[src/design/rumble_unlock_sequence_detector_macros.svh]
// Assertion macros shared by the rumble unlock detector RTL.
// Included by name from the files that carry concurrent checks.
`ifndef RUMBLE_UNLOCK_SEQUENCE_DETECTOR_MACROS_SVH
`define RUMBLE_UNLOCK_SEQUENCE_DETECTOR_MACROS_SVH

// Same-cycle implication, disabled while reset is asserted
`define RUSD_ASSERT_IMPL(lbl, clk, rst_n, ante, cons) \
    lbl: assert property (@(posedge clk) disable iff (!rst_n) (ante) |-> (cons)) \
        else $error("rusd: implication check failed");

// Next-cycle implication, disabled while reset is asserted
`define RUSD_ASSERT_NEXT(lbl, clk, rst_n, ante, cons) \
    lbl: assert property (@(posedge clk) disable iff (!rst_n) (ante) |=> (cons)) \
        else $error("rusd: next-cycle check failed");

`endif

[src/design/rusd_pkg.sv]
// Types, codes and constants of the rumble unlock sequence detector.
// No dependencies; used by rusd_step and the top level.
`default_nettype none

package rusd_pkg;

    // Width of the off-delay millisecond counter
    localparam int DELAY_BITS = 16;
    localparam int CFG_BITS   = 16;
    // Compare width for counter against off_delay
    localparam int CMP_W      = (DELAY_BITS > CFG_BITS) ? DELAY_BITS : CFG_BITS;

    localparam logic [CFG_BITS-1:0] OFF_DELAY_RST = 16'd400;

    // Item kinds
    localparam logic ACT_WRITE = 1'b0;
    localparam logic ACT_TICK  = 1'b1;

    // Bus addresses of the unlock sequence
    localparam logic [31:0] A_START   = 32'h09FE_0000;
    localparam logic [31:0] A_STEP1   = 32'h0800_0000;
    localparam logic [31:0] A_STEP2   = 32'h0802_0000;
    localparam logic [31:0] A_STEP3   = 32'h0804_0000;
    localparam logic [31:0] A_SELECT  = 32'h09E2_0000;
    localparam logic [31:0] A_COMMIT  = 32'h09FC_0000;
    localparam logic [31:0] A_END_CMD = 32'h0800_1000;

    // Bus values of the unlock sequence
    localparam logic [15:0] V_D200     = 16'hD200;
    localparam logic [15:0] V_1500     = 16'h1500;
    localparam logic [15:0] V_SHORTCUT = 16'h0008;
    localparam logic [15:0] V_SEL_F1   = 16'h00F1;
    localparam logic [7:0]  B_SEL_7    = 8'h07;
    localparam logic [7:0]  B_SEL_8    = 8'h08;
    localparam logic [7:0]  B_MODE_ON  = 8'h02;

    typedef enum logic [2:0] {
        ST_IDLE  = 3'd0,
        ST_STEP1 = 3'd1,
        ST_STEP2 = 3'd2,
        ST_STEP3 = 3'd3,
        ST_SEL   = 3'd4,
        ST_CMT   = 3'd5,
        ST_END   = 3'd6
    } stage_t;

    typedef enum logic [1:0] {
        MODE_NONE = 2'd0,
        MODE_OFF  = 2'd1,
        MODE_ON   = 2'd2
    } mode_t;

    typedef struct packed {
        logic        action;
        logic [31:0] bus_address;
        logic [31:0] bus_value;
    } item_t;

    typedef struct packed {
        logic       motor_on;
        logic [2:0] sequence_stage;
        logic       commit_seen;
    } result_t;

    typedef struct packed {
        stage_t                stage;
        mode_t                 mode;
        logic                  off_armed;
        logic [DELAY_BITS-1:0] off_elapsed;
        logic                  motor;
    } state_t;

endpackage

`default_nettype wire

[src/design/rusd_if.sv]
// Valid/ready channel interfaces for items and results.
`default_nettype none

interface rusd_item_if;
    logic        valid;
    logic        ready;
    logic        action;
    logic [31:0] bus_address;
    logic [31:0] bus_value;

    modport source (output valid, output action, output bus_address, output bus_value,
                    input ready);
    modport sink   (input valid, input action, input bus_address, input bus_value,
                    output ready);
endinterface

interface rusd_result_if;
    logic       valid;
    logic       ready;
    logic       motor_on;
    logic [2:0] sequence_stage;
    logic       commit_seen;

    modport source (output valid, output motor_on, output sequence_stage,
                    output commit_seen, input ready);
    modport sink   (input valid, input motor_on, input sequence_stage,
                    input commit_seen, output ready);
endinterface

`default_nettype wire

[src/design/rusd_step.sv]
// One-item state update: unlock sequence FSM, commit, tick counter, release.
// Depends on rusd_pkg.
`default_nettype none

module rusd_step (
    input  wire rusd_pkg::item_t                 item,
    input  wire rusd_pkg::state_t                state,
    input  wire logic [rusd_pkg::CFG_BITS-1:0]   off_delay,
    output rusd_pkg::state_t                     state_next,
    output rusd_pkg::result_t                    result
);

    logic                  is_write;
    logic [15:0]           v;
    logic [7:0]            b;
    logic [31:0]           addr;
    rusd_pkg::stage_t      stage_nx;
    rusd_pkg::mode_t       mode_nx;
    logic                  commit;
    logic                  armed_nx;
    logic [rusd_pkg::DELAY_BITS-1:0] elapsed_nx;
    logic                  motor_nx;
    logic                  release_now;

    assign is_write = (item.action == rusd_pkg::ACT_WRITE);
    assign addr     = item.bus_address;
    assign v        = item.bus_value[15:0];
    assign b        = item.bus_value[7:0];

    // Stage next-state: any non-matching write drops back to idle
    always_comb
    begin
        stage_nx = state.stage;
        if (is_write)
        begin
            stage_nx = rusd_pkg::ST_IDLE;
            unique case (state.stage)
                rusd_pkg::ST_IDLE:
                begin
                    if (addr == rusd_pkg::A_START && v == rusd_pkg::V_D200)
                        stage_nx = rusd_pkg::ST_STEP1;
                    else if (addr == rusd_pkg::A_SELECT && v == rusd_pkg::V_SHORTCUT)
                        stage_nx = rusd_pkg::ST_CMT;
                end
                rusd_pkg::ST_STEP1:
                begin
                    if (addr == rusd_pkg::A_STEP1 && v == rusd_pkg::V_1500)
                        stage_nx = rusd_pkg::ST_STEP2;
                end
                rusd_pkg::ST_STEP2:
                begin
                    if (addr == rusd_pkg::A_STEP2 && v == rusd_pkg::V_D200)
                        stage_nx = rusd_pkg::ST_STEP3;
                end
                rusd_pkg::ST_STEP3:
                begin
                    if (addr == rusd_pkg::A_STEP3 && v == rusd_pkg::V_1500)
                        stage_nx = rusd_pkg::ST_SEL;
                end
                rusd_pkg::ST_SEL:
                begin
                    if (addr == rusd_pkg::A_SELECT &&
                        (v == rusd_pkg::V_SEL_F1 || b == rusd_pkg::B_SEL_7 ||
                         b == rusd_pkg::B_SEL_8))
                        stage_nx = rusd_pkg::ST_CMT;
                end
                rusd_pkg::ST_CMT:
                begin
                    if (addr == rusd_pkg::A_COMMIT && v == rusd_pkg::V_1500)
                        stage_nx = rusd_pkg::ST_END;
                end
                rusd_pkg::ST_END:
                begin
                    if (addr == rusd_pkg::A_END_CMD)
                        stage_nx = rusd_pkg::ST_END;
                end
                default:
                    stage_nx = rusd_pkg::ST_IDLE;
            endcase
        end
    end

    // FSM outputs: commit strobe and mode selection
    always_comb
    begin
        commit  = 1'b0;
        mode_nx = state.mode;
        if (is_write)
        begin
            unique case (state.stage)
                rusd_pkg::ST_IDLE:
                begin
                    if (!(addr == rusd_pkg::A_START && v == rusd_pkg::V_D200) &&
                        addr == rusd_pkg::A_SELECT && v == rusd_pkg::V_SHORTCUT)
                        mode_nx = rusd_pkg::MODE_OFF;
                end
                rusd_pkg::ST_CMT:
                begin
                    if (addr == rusd_pkg::A_COMMIT && v == rusd_pkg::V_1500)
                        commit = 1'b1;
                end
                rusd_pkg::ST_END:
                begin
                    if (addr == rusd_pkg::A_END_CMD)
                    begin
                        commit  = 1'b1;
                        mode_nx = (b == rusd_pkg::B_MODE_ON) ? rusd_pkg::MODE_ON
                                                             : rusd_pkg::MODE_OFF;
                    end
                end
                default:
                begin
                    commit  = 1'b0;
                    mode_nx = state.mode;
                end
            endcase
        end
    end

    // Commit action and tick counter (saturating)
    always_comb
    begin
        armed_nx   = state.off_armed;
        elapsed_nx = state.off_elapsed;
        motor_nx   = state.motor;
        if (!is_write)
        begin
            if (state.off_armed && state.off_elapsed != '1)
                elapsed_nx = state.off_elapsed + 1'b1;
        end
        else if (commit)
        begin
            if (mode_nx == rusd_pkg::MODE_ON)
                motor_nx = 1'b1;
            else if (mode_nx == rusd_pkg::MODE_OFF)
            begin
                armed_nx   = 1'b1;
                elapsed_nx = '0;
            end
        end
    end

    // Release once the armed counter has passed off_delay
    assign release_now = (mode_nx == rusd_pkg::MODE_OFF) && armed_nx &&
                         (rusd_pkg::CMP_W'(elapsed_nx) > rusd_pkg::CMP_W'(off_delay));

    always_comb
    begin
        state_next.stage       = stage_nx;
        state_next.mode        = mode_nx;
        state_next.off_armed   = armed_nx;
        state_next.off_elapsed = elapsed_nx;
        state_next.motor       = release_now ? 1'b0 : motor_nx;

        result.motor_on       = state_next.motor;
        result.sequence_stage = stage_nx;
        result.commit_seen    = commit;
    end

endmodule

`default_nettype wire

[src/design/rumble_unlock_sequence_detector.sv]
// Rumble unlock sequence detector:
//
// Channels: "item" takes one beat per bus write (action 0) or one-millisecond
// tick (action 1); "result" gives one beat per item with the motor level, the
// sequence stage and a commit flag. Both are valid/ready; a beat moves on a
// rising edge with valid and ready high. off_delay is loaded through
// off_delay_wr_en/off_delay_wr_data and should only change while idle.
//
// Path: an accepted item is registered in the input register, passes the
// combinational state update and is registered in the result register.
// Throughput: one item per cycle while results are taken; the state update
// between the input register and the result register is combinational.
//
// Reset: stage idle, no mode, counter disarmed and cleared, motor off,
// off_delay 400, both pipeline registers empty.
// Stall: while the result is not taken, one more item is held in the input
// register; after that item.ready drops until the result moves.
//
// Depends on rusd_pkg, rusd_if, rusd_step and the assertion macro header.
`default_nettype none

`include "rumble_unlock_sequence_detector_macros.svh"

module rumble_unlock_sequence_detector (
    input  wire logic                          clk,
    input  wire logic                          rst_n,
    rusd_item_if.sink                          item,
    rusd_result_if.source                      result,
    input  wire logic                          off_delay_wr_en,
    input  wire logic [rusd_pkg::CFG_BITS-1:0] off_delay_wr_data
);

    logic                        in_valid_reg;
    rusd_pkg::item_t             in_item_reg;
    logic                        out_valid_reg;
    logic                        out_valid_next;
    rusd_pkg::result_t           out_reg;
    rusd_pkg::state_t            state_reg;
    rusd_pkg::state_t            state_next;
    rusd_pkg::result_t           step_result;
    logic [rusd_pkg::CFG_BITS-1:0] off_delay_reg;
    logic                        advance;
    logic                        take;

    // Pipeline flow control
    assign advance        = in_valid_reg && (!out_valid_reg || result.ready);
    assign item.ready     = !in_valid_reg || advance;
    assign take           = item.valid && item.ready;
    assign out_valid_next = advance || (out_valid_reg && !result.ready);

    // Configuration register
    always_ff @(posedge clk or negedge rst_n)
    begin
        if (!rst_n)
            off_delay_reg <= rusd_pkg::OFF_DELAY_RST;
        else if (off_delay_wr_en)
            off_delay_reg <= off_delay_wr_data;
    end

    // Input register
    always_ff @(posedge clk or negedge rst_n)
    begin
        if (!rst_n)
            in_valid_reg <= 1'b0;
        else if (item.ready)
            in_valid_reg <= item.valid;
    end

    always_ff @(posedge clk)
    begin
        if (take)
        begin
            in_item_reg.action      <= item.action;
            in_item_reg.bus_address <= item.bus_address;
            in_item_reg.bus_value   <= item.bus_value;
        end
    end

    // Per-item state update
    rusd_step u_step (
        .item       (in_item_reg),
        .state      (state_reg),
        .off_delay  (off_delay_reg),
        .state_next (state_next),
        .result     (step_result)
    );

    // Detector state
    always_ff @(posedge clk or negedge rst_n)
    begin
        if (!rst_n)
        begin
            state_reg.stage       <= rusd_pkg::ST_IDLE;
            state_reg.mode        <= rusd_pkg::MODE_NONE;
            state_reg.off_armed   <= 1'b0;
            state_reg.off_elapsed <= '0;
            state_reg.motor       <= 1'b0;
        end
        else if (advance)
            state_reg <= state_next;
    end

    // Result register
    always_ff @(posedge clk or negedge rst_n)
    begin
        if (!rst_n)
            out_valid_reg <= 1'b0;
        else
            out_valid_reg <= out_valid_next;
    end

    always_ff @(posedge clk)
    begin
        if (advance)
            out_reg <= step_result;
    end

    assign result.valid          = out_valid_reg;
    assign result.motor_on       = out_reg.motor_on;
    assign result.sequence_stage = out_reg.sequence_stage;
    assign result.commit_seen    = out_reg.commit_seen;

    // Checks
    `RUSD_ASSERT_IMPL(a_commit_at_end, clk, rst_n, out_valid_reg && out_reg.commit_seen, out_reg.sequence_stage == rusd_pkg::ST_END)
    `RUSD_ASSERT_NEXT(a_state_holds, clk, rst_n, !advance, $stable(state_reg))
    `RUSD_ASSERT_IMPL(a_motor_needs_on, clk, rst_n, $rose(state_reg.motor), state_reg.mode == rusd_pkg::MODE_ON)
    `RUSD_ASSERT_NEXT(a_advance_fills, clk, rst_n, advance, out_valid_reg)

endmodule

`default_nettype wire
[src/flat_wrapper.sv]
// flat-port wrapper written by rule: the top's interface ports become plain ports
module rumble_unlock_sequence_detector_flat 
  (clk, rst_n, off_delay_wr_en, off_delay_wr_data, item_valid, item_action, item_bus_address, item_bus_value, item_ready, result_valid, result_motor_on, result_sequence_stage, result_commit_seen, result_ready);
  rusd_item_if item_i ();
  rusd_result_if result_i ();
  input  wire logic clk;
  input  wire logic rst_n;
  input  wire logic off_delay_wr_en;
  input  wire logic [rusd_pkg::CFG_BITS-1:0] off_delay_wr_data;
  input wire logic [$bits(item_i.valid)-1:0] item_valid;
  input wire logic [$bits(item_i.action)-1:0] item_action;
  input wire logic [$bits(item_i.bus_address)-1:0] item_bus_address;
  input wire logic [$bits(item_i.bus_value)-1:0] item_bus_value;
  output wire logic [$bits(item_i.ready)-1:0] item_ready;
  output wire logic [$bits(result_i.valid)-1:0] result_valid;
  output wire logic [$bits(result_i.motor_on)-1:0] result_motor_on;
  output wire logic [$bits(result_i.sequence_stage)-1:0] result_sequence_stage;
  output wire logic [$bits(result_i.commit_seen)-1:0] result_commit_seen;
  input wire logic [$bits(result_i.ready)-1:0] result_ready;
  assign item_i.valid = item_valid;
  assign item_i.action = item_action;
  assign item_i.bus_address = item_bus_address;
  assign item_i.bus_value = item_bus_value;
  assign item_ready = item_i.ready;
  assign result_valid = result_i.valid;
  assign result_motor_on = result_i.motor_on;
  assign result_sequence_stage = result_i.sequence_stage;
  assign result_commit_seen = result_i.commit_seen;
  assign result_i.ready = result_ready;
  rumble_unlock_sequence_detector u_core (.clk(clk), .rst_n(rst_n), .item(item_i), .result(result_i), .off_delay_wr_en(off_delay_wr_en), .off_delay_wr_data(off_delay_wr_data));
endmodule
[config.mk]
export PLATFORM = sky130hd
export DESIGN_NAME = rumble_unlock_sequence_detector_flat
export DESIGN_NICKNAME = d
export VERILOG_FILES = /design/src/design/rusd_pkg.sv /design/src/design/rusd_if.sv /design/src/design/rusd_step.sv /design/src/design/rumble_unlock_sequence_detector.sv /design/src/flat_wrapper.sv
export VERILOG_INCLUDE_DIRS = /design/src /design/src/design
export SDC_FILE = /design/constraint.sdc
export NUM_CORES = 1
export LEC_CHECK = 0
export ABC_AREA = 1
export BUFFER_PORTS_ARGS = -buffer_cell sky130_fd_sc_hd__buf_2
export CAP_MARGIN = 20
export CELL_PAD_IN_SITES_DETAIL_PLACEMENT = 1
export CELL_PAD_IN_SITES_GLOBAL_PLACEMENT = 1
export CORE_MARGIN = 4
export CORE_UTILIZATION = 38
export CTS_CLUSTER_DIAMETER = 50
export CTS_CLUSTER_SIZE = 40
export DETAILED_ROUTE_END_ITERATION = 6
export PLACE_DENSITY = 0.82
export SLEW_MARGIN = 20
export SYNTH_ARGS = -nofsm -noshare
export SYNTH_HDL_FRONTEND = slang
export SYNTH_SLANG_ARGS = --single-unit
[constraint.sdc]
create_clock -name clk -period 3.05 [get_ports clk]
set_input_delay 0.4575 -clock clk [delete_from_list [all_inputs] [get_ports clk]]
set_output_delay 0.4575 -clock clk [all_outputs]
set_load 0.02 [all_outputs]
# Yosys cells after proc, flatten, opt, wreduce, memory -nomap -nowiden
# Index checks and enable logic that the tools add are counted.
dict set report word_totals {
  output_inout_bits 7
  register_bits 95
  in_bits 86
  wordCells 96
}
dict set report classes {
  n_lt_le_gt_ge 1
  n_eq_ne 23
  addsub 1
  n_reduce_logical 25
  n_mux 32
}
# operator count
set ops {}
lappend ops {{$eq 32x28->1 const B} 7}
lappend ops {{$mux 16} 5}
lappend ops {{$mux 3} 7}
lappend ops {{$pmux 3 s7} 1}
lappend ops {{$add 16x1->16 const B} 1}
lappend ops {{$eq 16x13->1 const B} 1}
lappend ops {{$eq 16x16->1 const B} 1}
lappend ops {{$eq 16x4->1 const B} 1}
lappend ops {{$eq 16x8->1 const B} 1}
lappend ops {{$gt 16x16->1} 1}
lappend ops {{$ne 16x16->1 const B} 1}
lappend ops {{$logic_and 1x1->1} 15}
lappend ops {{$mux 2} 6}
lappend ops {{$mux 1} 11}
lappend ops {{$eq 3x3->1 const B} 3}
lappend ops {{$eq 8x2->1 const B} 1}
lappend ops {{$eq 8x3->1 const B} 1}
lappend ops {{$eq 8x4->1 const B} 1}
lappend ops {{$eq 3x2->1 const B} 2}
lappend ops {{$logic_or 1x1->1} 5}
lappend ops {{$logic_not 1->1} 4}
lappend ops {{$pmux 2 s2} 1}
lappend ops {{$eq 3x1->1 const B} 1}
lappend ops {{$logic_not 3->1} 1}
lappend ops {{3 further kinds} 3}

# Logic depth before layout (Yosys ltp)
dict set report logic_depth {
  depth_word 16
  ltp_mapped 26
  ltp_nobuf 25
}

# Cells and area by module
# A second synthesis with hierarchy kept.
dict set report hier_totals {
  cells_unflattened 632
  hier_area_um2 5744.3
}
# mod n_inst cells_per_inst area_each_um2 seq_area_each_um2
set modules_own_cells {}
lappend modules_own_cells {rumble_unlock_sequence_detector 1 248 3792.4 3131.8}
lappend modules_own_cells {rusd_step 1 384 1951.9 0.0}

# Least setup slack after synthesis
# Ideal clock, no wire load.
dict set report synth_timing {
  kind {flip-flop to flip-flop}
  startpoint {register u_core.in_item_reg[49] in the netlist's numbering}
  endpoint {register u_core.out_reg, in the netlist u_core.result.motor_on, data pin}
  path_stages_with_launch 25
  setup_time_ns 0.250
  t_required_ns 2.800
  path_slack_ns 0.125
  arrival_time_ns 2.675
  period_less_slack_ns 2.925
  path_buffers 1
  cell_sequence {edfxtp_1 > nor2_4 > inv_2 > nor2_4 > nand2_2 > nor2_4 > nand2_2 > nand2_1 > nand2_1 > nand2_1 > nand2_2 > a21oi_4 > nand3_4 > buf_6 > nand2_2 > a21oi_1 > ha_1 > nand2_1 > nor2_1 > nand4_1 > o21a_1 > nor2_1 > o2111ai_1 > nand2_1 > inv_1}
}
# element line
set synth_rtl {}
lappend synth_rtl {{from (decl)} rumble_unlock_sequence_detector.sv:34} ;# rusd_pkg::item_t in_item_reg;
lappend synth_rtl {{to (signal assigned)} rumble_unlock_sequence_detector.sv:115} ;# out_reg <= step_result;
lappend synth_rtl {{to (decl)} rumble_unlock_sequence_detector.sv:37} ;# rusd_pkg::result_t out_reg;

==> results.txt <==
Synth top area share - 0.319
CTS tree - yes
Final Core Density - 0.544
Status - finished with violations
Crit path launch type - register
Pwr/cell area - 458 nW/um^2
IO Pins - 93
Post-DP HPWL - 10700 um
Vias in the first global route - 5259
Clock latency on the worst-skew pair - 360 ps
Seq/Total Area, Yosys - 0.522
Period utilization - 1.16
Post-Route WL - 17200 um
Internal power - 0.00235 W
Unrepaired setup endpoints after global routing - yes
Maximum clock path buffer count - 2
Rows - 41
Fmax - 0.283 GHz
1st-pass router iterations - 5
Failing checks - negative setup slack
Drc violations - 0
Die Height - 124 um
Slew @ Worst Pin - 1080 ps
Hold-fix buffer count after cts - 0
Synthesized area per cell - 8.46 um^2
DR iter-0 viols - 327
Number of H-tree levels - 3
Synthesis-stage register bit count - 95
Slew Limit Fails - 0
Placed Area - 6280 um^2
Arr. time, crit path - 3660 ps
Placed cell count - 926
Clock buffer count from CTS - 9
Clock share of power - 0.375
Worst VDD drop - 0.000300 V
DR vias/cell - 5.08
Area delta synth->final - 37.9%
Leak Pwr - 3.42 nW
Total power - 0.00320 W
Critical path class - register to register
Yosys warns - 0
Sw Ratio - 0.267
Max reg flops - 49
Critical path fanouts, max - 7
First-pass GRT wire length - 24300 um
PnR worst setup slack - -489 ps
CTS root buf - clkbuf_16
Mapped Area - 5080 um^2
Max-slew headroom - 0.278
Sequential share of power - 0.470
Final Hold Viols - 0
Post-synth top area cell - edfxtp_1
PortBufs - 76
Std-Cell Core Area - 12900 um^2
Largest net degree at the start of global routing - 50
Worst-path clk slew - 70 ps
Switching pwr - 0.000857 W
Fraction of layout instances using a drive strength above 1 - 0.375
Worst path required time - 3170 ps
Commonest non-fill, non-tap cell in the layout - nand2_1
Drt wl/cell - 17.8 um
Die Wd - 124 um
Critical path endpoint category - register
Vias post-DR - 4906
ANT cells - 0
Endpoints failing setup - 2
Total gr overflow - 0
Final Non-Filler Cells - 965
Nets - 891
Commonest cells after routing, fill and taps aside - nand2_1, buf_4, inv_1
Worst hold path type - input port to register
Gate power share - 0.155
Starting Density - 0.394
Clock skew - 6.08 ps
Final Critical Period - 3540 ps
DRT antenna net count - 0
Initial antenna violation count - 0
Post-Syn Nets - 703
Synth top area cells - edfxtp_1, dfrtp_1, nand2_1, inv_1, ha_1
GRT Overall Usage - 0.204
Max Cap Violations - 0
Final cell area excluding filler cells - 7000 um^2
TritonCTS Sinks - 95
RePlAce Congestion - 0.904
Die area - 15300 um^2
Yosys cell types - 39
Post-Synthesis Cells - 600
Setup TNS - -953 ps
==> per-stage QoR <==
step | hold WS (ps) | worst slack, ps
6_report | 273 | -489
3_5_place_dp | 479 | -532
4_1_cts | 263 | -408
2_1_floorplan | 162 | 125
5_1_grt | 260 | -719
3_3_place_gp | 462 | -314
==> cell type report <==
cell class | count | area (um^2)
inverter | 98 | 368
clock inverter | 4 | 52.6
timing repair buffer | 186 | 1210
tap | 172 | 215
fill | 1528 | 5870
sequential | 95 | 2650
clock buffer | 12 | 256
multi-input combinational | 398 | 2250
==> what timing repair did <==
item,4_1_cts,5_1_grt
resized for setup,18,47
setup endpoints to repair,2,2
pin swaps,15,30
gates cloned,1,0
buffers inserted,10,12
==> power by group through the flow <==
stage	registers [W]	logic (W)	clock network (W)
final	0.00151	0.000496	0.00120
after global routing	0.00151	0.000548	0.00128
after CTS	0.00150	0.000449	0.00121
after detailed placement	0.00153	0.000424	0
after global placement	0.00152	0.000391	0
after floorplan	0.00153	0.000205	0
==> worst paths after layout <==
check	startpoint	end	slack [ps]	depth (start not counted)
min in group asynchronous	rst_n	u_core.off_delay_reg[13]	290	1
max	u_core.in_item_reg[6]	u_core.result.motor_on	-490	20
min reg2reg	u_core.in_valid_reg	u_core.result.valid	510	2
min	item_bus_value[3]	u_core.in_item_reg[3]	270	1
max in group asynchronous	rst_n	u_core.state_reg[22]	2120	1
max reg2reg	u_core.in_item_reg[6]	u_core.result.motor_on	-490	20
==> routing by layer <==
| metal | wire length, um | GRT usage |
|---|---|---|
| met2 | 9240 | 0.382 |
| met1 | 6700 | 0.230 |
| met5 | 0 | 0 |
| met3 | 635 | 0.0400 |
| met4 | 596 | 0.0713 |
==> cells by family after synthesis <==
| logic type | share of synthesized area |
|---|---|
| and+or+nand+nor | 0.291 |
| buffers and inverters | 0.0825 |
| DFF | 0.522 |
| AOI/OAI and AO/OA | 0.0606 |
| adders and majority gates | 0.0419 |
| muxes | 0.00222 |
==> synth_stat cells, drive strengths merged <==
cell type,count
a21boi,1
a21oi,13
and2,1
buf,5
clkbuf,5
dfrtp,38
dfstp,3
edfxtp,54
ha,17
inv,98
mux2,1
nand2,186
nand3,40
nand4,14
nor2,64
nor3,7
nor3b,2
nor4,3
o2111ai,1
o211ai,2
o21a,1
o21ai,34
o21bai,2
or2,8
==> critical path, cell delays in order (launching register included) <==
cell and delay (ps):
edfxtp_1 420, inv_1 110, nand2_2 80, nor2_4 150
nand3_1 120, nor2_1 210, nand3_2 140, a21oi_4 230
buf_4 160, nand3_4 160, nand3_2 120, nand2_2 60
ha_1 300, nand2_1 80, o21ai_2 200, a21oi_2 90
o21a_1 200, nor2_2 150, o2111ai_2 160, nand2_1 100
inv_1 40
No activity file was read; power rests on OpenSTA's default activity.
